### config.mk
export PLATFORM = sky130hd
export DESIGN_NAME = double_ended_stack_allocator_top_flat
export DESIGN_NICKNAME = d
export VERILOG_FILES = /design/src/hw/rtl/dsa_pkg.sv /design/src/hw/rtl/dsa_req_if.sv /design/src/hw/rtl/dsa_rsp_if.sv /design/src/hw/rtl/double_ended_stack_allocator_top.sv /design/src/hw/rtl/dsa_in_stage.sv /design/src/hw/rtl/dsa_core.sv /design/src/hw/rtl/dsa_out_stage.sv /design/src/flat_wrapper.sv
export SDC_FILE = /design/constraint.sdc
export NUM_CORES = 1
export LEC_CHECK = 0
export BUFFER_PORTS_ARGS = -buffer_cell sky130_fd_sc_hd__buf_2
export CAP_MARGIN = 10
export CORE_ASPECT_RATIO = 1.5
export CORE_UTILIZATION = 39
export DETAILED_ROUTE_END_ITERATION = 10
export PLACE_DENSITY_LB_ADDON = 0.12
export SLEW_MARGIN = 15
export SYNTH_ARGS = -nofsm -noshare
export SYNTH_HDL_FRONTEND = slang
export SYNTH_HIERARCHICAL = 1
export SYNTH_SLANG_ARGS = --single-unit
### constraint.sdc
create_clock -name clk -period 6.85 [get_ports clk]
set_clock_uncertainty 0.2 [all_clocks]
set_input_delay 0.685 -clock clk [delete_from_list [all_inputs] [get_ports clk]]
set_output_delay 0.685 -clock clk [all_outputs]
set_load 0.1 [all_outputs]
### src/hw/rtl/dsa_pkg.sv
// ----------------------------------------------------------------------------
// dsa_pkg
// Types and constants shared by the double-ended stack allocator.
// ----------------------------------------------------------------------------
`default_nettype none

package dsa_pkg;

	localparam int unsigned FIELD_W = 25;
	localparam int unsigned SUM_W   = 27;  // low + high + padded size never wraps
	localparam int unsigned MODE_W  = 3;
	localparam int unsigned STAT_W  = 2;

	localparam logic [SUM_W-1:0] HDR_BYTES  = SUM_W'(16);
	localparam logic [SUM_W-1:0] ALIGN_MASK = SUM_W'(15);

	typedef enum logic [MODE_W-1:0] {
		MODE_ALLOC_LOW  = 3'd0,
		MODE_ALLOC_HIGH = 3'd1,
		MODE_ALLOC_TEMP = 3'd2,
		MODE_FREE_LOW   = 3'd3,
		MODE_FREE_HIGH  = 3'd4,
		MODE_READ_LOW   = 3'd5,
		MODE_READ_HIGH  = 3'd6
	} mode_t;

	typedef enum logic [STAT_W-1:0] {
		STAT_OK       = 2'd0,
		STAT_NO_SPACE = 2'd1,
		STAT_BAD_MARK = 2'd2
	} status_t;

	typedef struct packed {
		logic [MODE_W-1:0]  mode;
		logic [FIELD_W-1:0] req_bytes;
		logic [FIELD_W-1:0] mark_in;
	} req_t;

	typedef struct packed {
		logic [STAT_W-1:0]  status;
		logic [FIELD_W-1:0] payload_offset;
		logic [FIELD_W-1:0] mark_out;
	} rsp_t;

endpackage

`default_nettype wire

### src/hw/rtl/dsa_req_if.sv
// ----------------------------------------------------------------------------
// dsa_req_if
// Request channel: valid/ready plus mode, request size and mark.
// ----------------------------------------------------------------------------
`default_nettype none

interface dsa_req_if;
	logic        valid;
	logic        ready;
	logic [2:0]  mode;
	logic [24:0] req_bytes;
	logic [24:0] mark_in;

	modport source (output valid, output mode, output req_bytes, output mark_in,
		input ready);
	modport sink (input valid, input mode, input req_bytes, input mark_in,
		output ready);
endinterface

`default_nettype wire

### src/hw/rtl/dsa_rsp_if.sv
// ----------------------------------------------------------------------------
// dsa_rsp_if
// Result channel: valid/ready plus status, payload offset and mark.
// ----------------------------------------------------------------------------
`default_nettype none

interface dsa_rsp_if;
	logic        valid;
	logic        ready;
	logic [1:0]  status;
	logic [24:0] payload_offset;
	logic [24:0] mark_out;

	modport source (output valid, output status, output payload_offset,
		output mark_out, input ready);
	modport sink (input valid, input status, input payload_offset,
		input mark_out, output ready);
endinterface

`default_nettype wire

### src/hw/rtl/double_ended_stack_allocator_top.sv
// ----------------------------------------------------------------------------
// double_ended_stack_allocator_top
// Bump allocator working a region from both ends, with marks and one temp.
// ----------------------------------------------------------------------------
// One request per cycle is sustained while rsp.ready stays high. A request
// lands in the input register, is evaluated against the state registers in
// one pass of adds and compares, and its result is loaded into the result
// register. The state registers update as the request leaves the input
// register, so the next request sees them at once. Backpressure on the
// result side stalls the input register, and through it req.ready. The
// user must write total_size only while the block is idle (not enforced).
`default_nettype none

module double_ended_stack_allocator_top
	import dsa_pkg::*;
#(
	parameter int unsigned REGION_ADDR_BITS = 24
) (
	input  wire logic        clk,
	input  wire logic        arst_n,
	input  wire logic        cfg_we,
	input  wire logic [24:0] cfg_wdata,
	dsa_req_if.sink          req,
	dsa_rsp_if.source        rsp
);

	req_t in_data, item_s1;
	rsp_t result, result_s2;
	logic valid_s1, valid_s2, can_load, fire;

	assign in_data = '{mode: req.mode, req_bytes: req.req_bytes, mark_in: req.mark_in};
	assign fire    = valid_s1 && can_load;

	dsa_in_stage u_in (
		.clk      (clk),
		.arst_n   (arst_n),
		.in_valid (req.valid),
		.in_ready (req.ready),
		.in_data  (in_data),
		.take     (fire),
		.valid_s1 (valid_s1),
		.item_s1  (item_s1)
	);

	dsa_core #(
		.REGION_ADDR_BITS (REGION_ADDR_BITS)
	) u_core (
		.clk       (clk),
		.arst_n    (arst_n),
		.cfg_we    (cfg_we),
		.cfg_wdata (cfg_wdata),
		.fire      (fire),
		.item      (item_s1),
		.result    (result)
	);

	dsa_out_stage u_out (
		.clk       (clk),
		.arst_n    (arst_n),
		.load      (fire),
		.result    (result),
		.can_load  (can_load),
		.valid_s2  (valid_s2),
		.result_s2 (result_s2),
		.out_ready (rsp.ready)
	);

	assign rsp.valid          = valid_s2;
	assign rsp.status         = result_s2.status;
	assign rsp.payload_offset = result_s2.payload_offset;
	assign rsp.mark_out       = result_s2.mark_out;

endmodule

`default_nettype wire

### src/hw/rtl/dsa_in_stage.sv
// ----------------------------------------------------------------------------
// dsa_in_stage
// Input register: holds one request beat until the core consumes it.
// ----------------------------------------------------------------------------
`default_nettype none

module dsa_in_stage
	import dsa_pkg::*;
(
	input  wire logic  clk,
	input  wire logic  arst_n,
	input  wire logic  in_valid,
	output logic       in_ready,
	input  wire req_t  in_data,
	input  wire logic  take,
	output logic       valid_s1,
	output req_t       item_s1
);

	assign in_ready = !valid_s1 || take;

	always_ff @(posedge clk or negedge arst_n) begin
		if (!arst_n) begin
			valid_s1 <= 1'b0;
		end else if (in_ready) begin
			valid_s1 <= in_valid;
		end
	end

	always_ff @(posedge clk) begin
		if (in_ready && in_valid) begin
			item_s1 <= in_data;
		end
	end

endmodule

`default_nettype wire

### src/hw/rtl/dsa_core.sv
// ----------------------------------------------------------------------------
// dsa_core
// Allocator state and the single-pass request evaluation.
// ----------------------------------------------------------------------------
`default_nettype none

module dsa_core
	import dsa_pkg::*;
#(
	parameter int unsigned REGION_ADDR_BITS = 24
) (
	input  wire logic                clk,
	input  wire logic                arst_n,
	input  wire logic                cfg_we,
	input  wire logic [FIELD_W-1:0]  cfg_wdata,
	input  wire logic                fire,
	input  wire req_t                item,
	output rsp_t                     result
);

	localparam logic [33:0] RegionMax = 34'd1 << REGION_ADDR_BITS;

	logic [FIELD_W-1:0] total_q, low_used_q, high_used_q, temp_mark_q;
	logic               temp_live_q;

	logic [FIELD_W-1:0] low_d, high_d, temp_mark_d, cfg_sat;
	logic               temp_live_d;
	logic [SUM_W-1:0]   size, h_rel_w, new_h, total_w, low_w, off_hi;
	logic [FIELD_W-1:0] h_rel;
	logic               fit_lo, fit_hi;

	assign cfg_sat = ({9'd0, cfg_wdata} > RegionMax) ? RegionMax[FIELD_W-1:0] : cfg_wdata;

	always_comb begin
		size    = (({2'b00, item.req_bytes} + ALIGN_MASK) & ~ALIGN_MASK) + HDR_BYTES;
		// high side after dropping a live temporary
		h_rel   = (temp_live_q && temp_mark_q <= high_used_q) ? temp_mark_q : high_used_q;
		total_w = {2'b00, total_q};
		low_w   = {2'b00, low_used_q};
		h_rel_w = {2'b00, h_rel};
		fit_lo  = (low_w + {2'b00, high_used_q} + size) <= total_w;
		fit_hi  = (low_w + h_rel_w + size) <= total_w;
		new_h   = h_rel_w + size;
		off_hi  = total_w - new_h + HDR_BYTES;

		low_d       = low_used_q;
		high_d      = high_used_q;
		temp_live_d = temp_live_q;
		temp_mark_d = temp_mark_q;
		result      = '0;

		case (item.mode)
			MODE_ALLOC_LOW: begin
				if (fit_lo) begin
					result.payload_offset = low_used_q + FIELD_W'(16);
					low_d = low_w[FIELD_W-1:0] + size[FIELD_W-1:0];
				end else begin
					result.status = STAT_NO_SPACE;
				end
			end
			MODE_ALLOC_HIGH, MODE_ALLOC_TEMP: begin
				high_d      = h_rel;
				temp_live_d = (item.mode == MODE_ALLOC_TEMP);
				if (item.mode == MODE_ALLOC_TEMP) begin
					temp_mark_d = h_rel;
				end
				if (fit_hi) begin
					high_d = new_h[FIELD_W-1:0];
					result.payload_offset = off_hi[FIELD_W-1:0];
				end else begin
					result.status = STAT_NO_SPACE;
				end
			end
			MODE_FREE_LOW: begin
				if (item.mark_in > low_used_q) begin
					result.status = STAT_BAD_MARK;
				end else begin
					low_d = item.mark_in;
				end
			end
			MODE_FREE_HIGH: begin
				temp_live_d = 1'b0;
				if (item.mark_in > h_rel) begin
					result.status = STAT_BAD_MARK;
					high_d = h_rel;
				end else begin
					high_d = item.mark_in;
				end
			end
			MODE_READ_LOW: begin
				result.mark_out = low_used_q;
			end
			MODE_READ_HIGH: begin
				temp_live_d = 1'b0;
				high_d = h_rel;
				result.mark_out = h_rel;
			end
			default: begin
			end
		endcase
	end

	always_ff @(posedge clk or negedge arst_n) begin
		if (!arst_n) begin
			total_q     <= '0;
			low_used_q  <= '0;
			high_used_q <= '0;
			temp_live_q <= 1'b0;
			temp_mark_q <= '0;
		end else begin
			if (cfg_we) begin
				total_q <= cfg_sat;
			end
			if (fire) begin
				low_used_q  <= low_d;
				high_used_q <= high_d;
				temp_live_q <= temp_live_d;
				temp_mark_q <= temp_mark_d;
			end
		end
	end

	a_nospace_zero_off: assert property (@(posedge clk) disable iff (!arst_n)
		(fire && result.status == STAT_NO_SPACE) |-> (result.payload_offset == '0))
		else $error("failed allocation returned a nonzero offset");

	a_low_grows: assert property (@(posedge clk) disable iff (!arst_n)
		(fire && item.mode == MODE_ALLOC_LOW && result.status == STAT_OK)
		|=> (low_used_q > $past(low_used_q)))
		else $error("low side did not grow on a good allocation");

	a_low_fail_holds: assert property (@(posedge clk) disable iff (!arst_n)
		(fire && item.mode == MODE_ALLOC_LOW && result.status != STAT_OK)
		|=> (low_used_q == $past(low_used_q) && high_used_q == $past(high_used_q)))
		else $error("failed low allocation changed the state");

	a_temp_set: assert property (@(posedge clk) disable iff (!arst_n)
		(fire && item.mode == MODE_ALLOC_TEMP) |=> temp_live_q)
		else $error("temporary allocation not marked live");

endmodule

`default_nettype wire

### src/hw/rtl/dsa_out_stage.sv
// ----------------------------------------------------------------------------
// dsa_out_stage
// Result register: holds one result beat until the sink takes it.
// ----------------------------------------------------------------------------
`default_nettype none

module dsa_out_stage
	import dsa_pkg::*;
(
	input  wire logic  clk,
	input  wire logic  arst_n,
	input  wire logic  load,
	input  wire rsp_t  result,
	output logic       can_load,
	output logic       valid_s2,
	output rsp_t       result_s2,
	input  wire logic  out_ready
);

	assign can_load = !valid_s2 || out_ready;

	always_ff @(posedge clk or negedge arst_n) begin
		if (!arst_n) begin
			valid_s2 <= 1'b0;
		end else if (can_load) begin
			valid_s2 <= load;
		end
	end

	always_ff @(posedge clk) begin
		if (load) begin
			result_s2 <= result;
		end
	end

endmodule

`default_nettype wire

### src/flat_wrapper.sv
// flat-port wrapper written by rule: the top's interface ports become plain ports
module double_ended_stack_allocator_top_flat import dsa_pkg::*;
#(
	parameter int unsigned REGION_ADDR_BITS = 24
)
  (clk, arst_n, cfg_we, cfg_wdata, req_valid, req_mode, req_req_bytes, req_mark_in, req_ready, rsp_valid, rsp_status, rsp_payload_offset, rsp_mark_out, rsp_ready);
  dsa_req_if req_i ();
  dsa_rsp_if rsp_i ();
  input  wire logic clk;
  input  wire logic arst_n;
  input  wire logic cfg_we;
  input  wire logic [24:0] cfg_wdata;
  input wire logic [$bits(req_i.valid)-1:0] req_valid;
  input wire logic [$bits(req_i.mode)-1:0] req_mode;
  input wire logic [$bits(req_i.req_bytes)-1:0] req_req_bytes;
  input wire logic [$bits(req_i.mark_in)-1:0] req_mark_in;
  output wire logic [$bits(req_i.ready)-1:0] req_ready;
  output wire logic [$bits(rsp_i.valid)-1:0] rsp_valid;
  output wire logic [$bits(rsp_i.status)-1:0] rsp_status;
  output wire logic [$bits(rsp_i.payload_offset)-1:0] rsp_payload_offset;
  output wire logic [$bits(rsp_i.mark_out)-1:0] rsp_mark_out;
  input wire logic [$bits(rsp_i.ready)-1:0] rsp_ready;
  assign req_i.valid = req_valid;
  assign req_i.mode = req_mode;
  assign req_i.req_bytes = req_req_bytes;
  assign req_i.mark_in = req_mark_in;
  assign req_ready = req_i.ready;
  assign rsp_valid = rsp_i.valid;
  assign rsp_status = rsp_i.status;
  assign rsp_payload_offset = rsp_i.payload_offset;
  assign rsp_mark_out = rsp_i.mark_out;
  assign rsp_i.ready = rsp_ready;
  double_ended_stack_allocator_top #(.REGION_ADDR_BITS(REGION_ADDR_BITS)) u_core (.clk(clk), .arst_n(arst_n), .cfg_we(cfg_we), .cfg_wdata(cfg_wdata), .req(req_i), .rsp(rsp_i));
endmodule
Word-level counts from Yosys, hierarchy flattened
Cells that the tools add are included.

storage, ports and cells
  memories = 0
  bits in registers = 208
  logic and storage cells = 73
  bits in writable memories = 0
  latch bits = 0
  input port bits = 83
  bits in read-only memories = 0

cells by class
  reductions and logical operators = 17
  multipliers = 0
  shift operators = 0
  equality and inequality tests = 8
  div/mod/pow operators = 0
  order comparisons = 6
  bitwise logic cells = 0
  add/sub/neg operators = 11
  multiplexer cells = 18

operator list
  operator                 number
  $mux W25                 8
  $pmux W25 S2             3
  $pmux W25 S3             1
  $add A26 B27 Y27         2
  $le A27 B25 Y1           2
  $add A25 B25 Y26         2
  $add A25 B25 Y25         2
  $add A25 B5 Y25 const B  2
  $gt A25 B25 Y1           2
  $add A26 B5 Y27 const B  1
  $add A25 B4 Y26 const B  1
  $gt A25 B25 Y1 const B   1
  $le A25 B25 Y1           1
  $sub A25 B25 Y25         1
  $eq A3 B3 Y1 const B     3
  $pmux W2 S4              1
  $eq A3 B2 Y1 const B     2
  $mux W2                  2
  $ne A2 B2 Y1 const B     2
  $reduce_and A2 Y1        2
  $reduce_and A4 Y1        1
  $reduce_bool A2 Y1       2
  $reduce_or A2 Y1         2
  $eq A3 B1 Y1 const B     1
  8 further kinds          13

Logic depth before layout (Yosys ltp)
Gate-level depths: netlist of the first run.

  depth in word-level cells = 8
  depth in mapped cells = 36
  mapped depth without buffers = 34

By module
Netlist of the first run, hierarchy kept.

by module, submodules not included
  module                            instances  area an instance (um^2)  cells an instance
  dsa_core                          1          16025.4                  1965
  dsa_in_stage                      1          1645.3                   57
  dsa_out_stage                     1          1609.0                   55
  double_ended_stack_allocator_top  1          6.3                      1

Worst setup path before layout of the first run
Ideal clock, no wire load.

  path kind = flip-flop to flip-flop
  start = reg u_core.u_core.high_used_q[16]
  end = reg u_core.u_core.high_used_q[12]
  library setup time = 0.094 ns
  setup slack = -0.248 ns
  required time = 6.556 ns
  data arrival time = 6.804 ns
  period minus slack after synthesis = 7.098 ns
  stages on the path, launching flop included = 35
  path through = dfrtp_1 -> inv_1 -> ha_1 -> a2111oi_0 -> o221ai_1 -> o211a_1 -> nor3_1 -> a21oi_2 -> buf_2 -> mux2i_1 -> fa_1 -> inv_1 -> ha_1 -> a21o_1 -> a221o_1 -> o21ai_2 -> o21ai_2 -> o41ai_4 -> o21bai_1 -> a21oi_1 -> o21bai_1 -> a21oi_1 -> xnor2_1 -> ha_1 -> a21oi_1 -> nor2b_1 -> o21ai_0 -> a21oi_1 -> o21ai_0 -> o21ai_0 -> a311oi_1 -> nand2_2 -> buf_6 -> mux2_4 -> a221oi_2

between the ends
  longest elaborated chain between the ends = 8

ends and longest elaborated chain
  element                   RTL line         text
  start: declaration        dsa_core.sv:23   logic [FIELD_W-1:0] total_q, low_used_q, high_used_q, temp_mark_q;
  start signal: assignment  dsa_core.sv:116  high_used_q <= high_d;
  $le A25 B25 Y1            dsa_core.sv:37   h_rel = (temp_live_q && temp_mark_q <= high_used_q) ? temp_mark_q : high_used_q;
  $logic_and A1 B1 Y1       dsa_core.sv:37
  $mux W25 *                dsa_core.sv:37
  $add A25 B25 Y26          dsa_core.sv:42   fit_hi = (low_w + h_rel_w + size) <= total_w;
  $add A26 B27 Y27          dsa_core.sv:42
  $le A27 B25 Y1            dsa_core.sv:42
  $mux W25                  dsa_core.sv:67   if (fit_hi) begin
  $pmux W25 S3 *            dsa_core.sv:52   case (item.mode)

Every way passes the cells marked *; elsewhere a longest branch is shown, timed or not.
A chain may end at the register's enable or synchronous reset.

==> results of run 1 <==
[placed cells by master, fill, tap and decap left out, types with 36 or more instances in the layout]
cell type,n
mux2i_1,39
nor2_1,116
xnor2_1,89
fa_1,45
buf_4,391
a21oi_1,150
xor2_1,36
a21o_1,57
nand4_1,37
nand2_1,142
edfxtp_1,105
ha_1,260
buf_2,135
o21ai_0,137
dfrtp_1,103
inv_1,227
[cells by family after synthesis]
kind of cell	count (synthesis)
compound gates	569
buf+inv	287
xor+xnor	136
fa+ha+maj	320
flops	208
simple gates	485
mux	73
[worst max path at each step]
stage / from / end / cells after the start / slack [ps]
after floorplan: u_core/u_core/high_used_q[16] / u_core/u_core/high_used_q[12] / 34 / 8
after global placement: u_core/u_in/item_s1[28] / u_core/u_out/result_s2[27] / 32 / -1320
after detailed placement: u_core/u_in/item_s1[28] / u_core/u_out/result_s2[27] / 32 / -1430
after CTS: u_core/u_in/item_s1[25] / u_core/u_core/low_used_q[23] / 35 / -430
after global routing: u_core/u_in/item_s1[25] / u_core/u_out/result_s2[43] / 33 / -560
final: u_core/u_in/item_s1[25] / u_core/u_out/result_s2[30] / 32 / -310
[Yosys cell counts, types with 5 or more instances]
master,count
and2_1,8
or2_2,7
o31a_1,5
nand2_1,144
o21bai_1,17
a31oi_1,8
fa_1,46
edfxtp_1,105
nor3_1,25
mux2_1,12
a22o_1,25
dfrtp_1,103
a211oi_1,26
mux2_4,10
clkbuf_1,33
or3_1,9
a221oi_2,11
xor2_1,40
o211ai_1,12
a21oi_1,161
and3_1,16
nand4_1,37
nand3_1,38
nor4_1,13
o21a_1,28
xnor2_1,96
o21ai_0,147
mux2i_1,46
buf_4,5
a21o_1,57
nor2b_1,24
inv_1,243
a211o_1,5
nand2b_1,24
nor2_1,121
a221oi_1,8
ha_1,273
[layout make-up]
cell class / count / area [µm²]
Fill cell: 4523 / 23000
Multi-Input combinational cell: 1583 / 13200
Sequential cell: 208 / 5730
Timing Repair Buffer: 557 / 4140
Inverter: 243 / 912
Tap cell: 656 / 821
Clock buffer: 32 / 704
Clock inverter: 16 / 215
[repair_timing]
item / 4_1_cts / 5_1_grt
buffers inserted: 43 / 9
setup endpoints to repair: 68 / 68
pin swaps: 79 / 28
cloned: 6 / 0
hold buffers: 1 / 0
endpoints found under the hold margin: 39 / 0
resized for setup: 91 / 77
[through the flow]
step                      setup slack [ps]  cell area [µm²]
after floorplan                       8.22            19300
after global placement               -1320            23500
after detailed placement             -1430            23500
after CTS                             -433            25300
after global routing                  -559            25700
final                                 -305            25700
[worst max-delay path: cells and delay by family, from the launching register on]
| kind | cells | cell delay [ps] |
|---|---|---|
| AOI/OAI and AO/OA | 9 | 2100 |
| xor gates and xnor gates | 3 | 530 |
| adders and majority gates | 5 | 1640 |
| buffers and inverters | 8 | 950 |
| DFF | 1 | 380 |
| and+or+nand+nor | 7 | 1090 |
[sequential cells by signal (all words and copies together) (netlist names), 25 cells and up]
register                   flops
u_core/u_core/temp_mark_q     25
u_core/u_out/result_s2        52
u_core/u_in/item_s1           53
u_core/u_core/high_used_q     25
u_core/u_core/low_used_q      25
u_core/u_core/total_q         25
[metal layers]
metal | track usage | up-vias
li1 | - | 8557
met1 | 0.329 | 8512
met2 | 0.473 | 413
met3 | 0.0255 | 103
met4 | 0.101 | 0
met5 | 0 | -
==> metrics.md, run 1 <==
| Metric | Value |
|---|---|
| Status | `finished with violations` |
| Violated checks | `setup timing` |
| Post-Layout Cell Count | `3,295` |
| Max incr delay on CP | `500 ps` |
| Core ar. | `48,700 µm²` |
| Hold Path End | `u_core/u_in/item_s1[37]` |
| Pre-antenna DRT Iters | `5` |
| Tcrit/Tclk final | `1.04` |
| Xor-xnor portion of the synthesized cell area | `0.0618` |
| CP Capture Type | `register` |
| First-pass GRT wire length | `101,000 µm` |
| CP max-delay cell | `o41a_1` |
| R2r endpoint | `u_core/u_out/result_s2[30]` |
| Placed Cells | `3,190` |
| Gpl congestion | `0.887` |
| Hold Path Class | `in2reg` |
| HP Start | `req_req_bytes[12]` |
| Clock Path Buffers | `3` |
| Initial antenna violation count | `0` |
| Fmax | `140 MHz` |
| Max-capacitance violation count | `0` |
| Synth-to-Final Area Change | `33.2%` |
| Post-synth ARST share | `0.495` |
| Final min period | `7160 ps` |
| Max transition margin | `0.259` |
| H-tree Lvls | `1` |
| Ys flop type | `edfxtp_1` |
| Net Count, Synth | `2,480` |
| EDFF count, synth | `105` |
| Starting Density | `0.396` |
| Worst-Margin Slew | `1110 ps` |
| TritonCTS Buffers | `26` |
| Area leader, netlist | `ha_1` |
| Grt total ovfl | `0` |
| Simple-Gate Fraction of Synth Area | `0.122` |
| CP Max Fanout | `25` |
| Placed wire-length estimate | `54,200 µm` |
| Flops & latches, synth | `208` |
| Highest Signal Layer | `met4` |
| Worst setup SP type | `register` |
| Hold_ws | `82.3 ps` |
| DR vias | `17,585` |
| Setup_tns | `-15,810 ps` |
| Clock sinks | `208` |
| Synth Area in Adders | `0.225` |
| Final Max Slew Viols | `0` |
| Routed WL | `67,400 µm` |
| Vias in the first global route | `18,071` |
| Iteration-0 DRC Markers | `873` |
| Setup repair after global routing missed its margin | `yes` |
| Hold path cells | `1` |
| Die height | `274 µm` |
| Data arrival, critical path | `7280 ps` |
| CTS tree | `built` |
| Crit Path Category | `reg2reg` |
| NumNets Final | `3,021` |
| Clock Latency Late Sink | `580 ps` |
| Reg2Reg Setup Slack | `-310 ps` |
| FP Rows | `99` |
| CTS clk-pin slew, worst paths | `60 ps` |
| Largest cells by area after synthesis | `ha_1, edfxtp_1, dfrtp_1` |
| Met1 WL | `28,900 µm` |
| Final core occ | `0.528` |
| Wirelength per Cell | `20.4 µm` |
| Setup WS post-layout | `-305 ps` |
| Fraction of layout cells with a size suffix above 1 | `0.292` |
| Top cell type's share of synthesized area | `0.177` |
| Reg2Reg Launch Point | `u_core/u_in/item_s1[25]` |
| Proportion of synthesized area in mux cells | `0.0417` |
| Fin. Hold Viols | `0` |
| Die W | `184 µm` |
| Routed wl met2 | `33,400 µm` |
| IO buf count | `136` |
| Yosys warns | `6` |
| # IOs | `137` |
| Diode count | `0` |
| DR WL met3 | `2580 µm` |
| Total track usage | `0.266` |
| Drt via density | `5.34` |
| Mapped Area | `19,300 µm²` |
| Synthesized area per cell | `9.28 µm²` |
| Share of the yosys chip area belonging to registers | `0.297` |
| Yosys cell types | `88` |
| Compound-Gate Fraction of Synth Area | `0.195` |
| Die Area | `50,400 µm²` |
| CTS Root Cell | `clkbuf_16` |
| Post-DRT Antenna Nets | `0` |
| Data required time of the critical path | `6980 ps` |
| Cells after synthesis | `2,078` |
| Largest family of logic cells by synthesized area | `adder cells` |
| DRC viols | `0` |
| Pin count of the biggest net entering global routing | `65` |
| Reg2Reg Depth | `32` |
| Final setup vio count | `66` |
Power of run 1 is not shown: default switching activity piles up to over one toggle a cycle in this logic, so the estimate is an artifact.
==> inputs of run 2 (changes only) <==
--- a/config.mk
+++ b/config.mk
@@ -11,6 +11,7 @@
 export CORE_UTILIZATION = 39
 export DETAILED_ROUTE_END_ITERATION = 10
 export PLACE_DENSITY_LB_ADDON = 0.12
+export RECOVER_POWER = 25
 export SLEW_MARGIN = 15
 export SYNTH_ARGS = -nofsm -noshare
 export SYNTH_HDL_FRONTEND = slang
==> run 2 against run 1 <==
Effect of this change: the run ends with capacitance limit, slew limit, setup timing left; sequential share of layout area about the same; final cell count unchanged; critical path depth unchanged; routed wire length about the same; sequential cell count unchanged; global-route usage unchanged; die area unchanged; utilization about the same; cell area about the same; highest routed layer unchanged; worst setup slack got worse by 1.9 ps; register-to-register slack about the same.
==> metrics.md, run 2 (synthesized netlist as in run 1, its figures left out) <==
| Metric | Value |
|---|---|
| CP Capture Type | `register` |
| Max-capacitance violation count | `2 (+2)` |
| TritonCTS Buffers | `26 (unchanged)` |
| Synth-to-Final Area Change | `33.2% (about the same)` |
| Clock sinks | `208 (unchanged)` |
| Final setup vio count | `66 (unchanged)` |
| Fmax | `140 MHz (about the same)` |
| Max transition margin | `-0.778 (-1.04)` |
| CP delay by family, top | `compound AO/OA/AOI/OAI gates` |
| Violated checks | `capacitance limit, slew limit, setup timing` |
| # IOs | `137 (unchanged)` |
| Routed WL | `67,300 µm (about the same)` |
| Final Max Slew Viols | `62 (+62)` |
| Data arrival, critical path | `7280 ps (about the same)` |
| Number of flip-flops in the largest register | `53 (unchanged)` |
| Multi-input logic area | `13,200 µm² (about the same)` |
| Core ar. | `48,700 µm² (unchanged)` |
| Hold Path Class | `in2reg` |
| Die W | `184 µm (unchanged)` |
| Tcrit/Tclk final | `1.04 (about the same)` |
| Pin count of the biggest net entering global routing | `65 (unchanged)` |
| CTS tree | `built` |
| Wirelength per Cell | `20.4 µm (about the same)` |
| FP Rows | `99 (unchanged)` |
| Data required time of the critical path | `6980 ps (about the same)` |
| Diode count | `0 (unchanged)` |
| Fraction of layout cells with a size suffix above 1 | `0.291 (-0.00114)` |
| Pre-antenna DRT Iters | `5 (unchanged)` |
| DR vias | `17,577 (-0.045%)` |
| Fin. Hold Viols | `0 (unchanged)` |
| Clock Latency Late Sink | `580 ps (about the same)` |
| Buf+Inv Stages, Crit Path | `8 (unchanged)` |
| CTS Root Cell | `clkbuf_16` |
| Starting Density | `0.396 (unchanged)` |
| Die Area | `50,400 µm² (unchanged)` |
| Die height | `274 µm (unchanged)` |
| Post-DRT Antenna Nets | `0 (unchanged)` |
| Commonest non-fill, non-tap cells in the layout | `buf_4, ha_1, inv_1` |
| Largest Register | `u_core/u_in/item_s1` |
| Biggest regs | `u_core/u_in/item_s1 (53), u_core/u_out/result_s2 (52)` |
| Vias in the first global route | `18,071 (unchanged)` |
| Reg2Reg Setup Slack | `-310 ps (about the same)` |
| Setup repair after global routing missed its margin | `yes` |
| Leading cell type in the layout, fill and taps excluded | `buf_4` |
| IO buf count | `136 (unchanged)` |
| Setup WS post-layout | `-307 ps (-1.95 ps)` |
| NumNets Final | `3,021 (unchanged)` |
| Total track usage | `0.266 (unchanged)` |
| Grt total ovfl | `0 (unchanged)` |
| Iteration-0 DRC Markers | `873 (unchanged)` |
| Sequential standard cell area | `5730 µm² (unchanged)` |
| First-pass GRT wire length | `101,000 µm (unchanged)` |
| Setup_tns | `-15,900 ps (-88.7 ps)` |
| Initial antenna violation count | `0 (unchanged)` |
| Drt via density | `5.33 (about the same)` |
| Final core occ | `0.528 (about the same)` |
| Gpl congestion | `0.887 (unchanged)` |
| CTS clk-pin slew, worst paths | `60 ps (about the same)` |
| Filler cells | `4,522 (-0.022%)` |
| Final min period | `7160 ps (+1.95 ps)` |
| Crit Path Category | `reg2reg` |
| Clock Path Buffers | `3 (unchanged)` |
| H-tree Lvls | `1 (unchanged)` |
| DRC viols | `0 (unchanged)` |
| Status | `finished with violations` |
| Placed wire-length estimate | `54,200 µm (unchanged)` |
| Max incr delay on CP | `500 ps (about the same)` |
| Worst setup SP type | `register` |
| CP Max Fanout | `25 (unchanged)` |
| Worst-Margin Slew | `2670 ps (+1560 ps)` |
| CP max-delay cell | `o41a_1` |
[run 2: through the flow]
step | setup slack, ps | area (µm²) | instances | hold WS, ps
after floorplan | 8.22 | 19300 | 2078 | 189
after global placement | -1320 | 23500 | 3190 | 314
after detailed placement | -1430 | 23500 | 3190 | 325
after CTS | -433 | 25300 | 3288 | 54.6
after global routing | -562 | 25700 | 3295 | 56.8
final | -307 | 25700 | 3295 | 82.3
[run 2: area by class of cell]
type / instances / area share
clock buffer: 32 / 0.0274
clock inverter: 16 / 0.00838
inverter: 243 / 0.0355
multi-input combinational: 1583 / 0.513
sequential: 208 / 0.223
tap: 656 / 0.0320
timing repair buffer: 557 / 0.161
[run 2: layer usage]
| layer | wire length (µm) | part of all wire | track usage | up-vias |
|---|---|---|---|---|
| li1 | - | - | - | 8558 |
| met1 | 29000 | 0.43 | 0.329 | 8514 |
| met2 | 33400 | 0.50 | 0.473 | 400 |
| met5 | 0 | 0 | 0 | - |
| met3 | 2460 | 0.036 | 0.0255 | 105 |
| met4 | 2520 | 0.037 | 0.101 | 0 |
[run 2: final timing paths]
| check | from | endpoint | cells after the start |
|---|---|---|---|
| worst max-delay path | u_core/u_in/item_s1[25] | u_core/u_out/result_s2[30] | 32 |
| worst min-delay path | req_req_bytes[12] | u_core/u_in/item_s1[37] | 1 |
| worst max register to register | u_core/u_in/item_s1[25] | u_core/u_out/result_s2[30] | 32 |
| worst min register to register | u_core/u_out/valid_s2 | u_core/u_out/valid_s2 | 2 |
| max in group asynchronous | arst_n | u_core/u_core/low_used_q[6] | 3 |
| min in group asynchronous | arst_n | u_core/u_core/total_q[1] | 2 |
[run 2: repair_timing]
item                                    CTS  global route
hold endpoints to repair                 39             0
setup buffers                            43             9
hold buffers                              1             0
endpoints found under the setup margin   68            68
pin swaps                                79            28
cloned                                    6             0
resized for setup                        91            77
[run 2: worst reg2reg max path: cells and delay by family (launching register included)]
family                     cells  cell delay (ps)
and+or+nand+nor                7             1090
xor gates and xnor gates       3              530
DFF                            1              380
adders and majority gates      5             1640
AOI/OAI and AO/OA              9             2140
buffers and inverters          8              950
Power of run 2 is left out for the same reason.
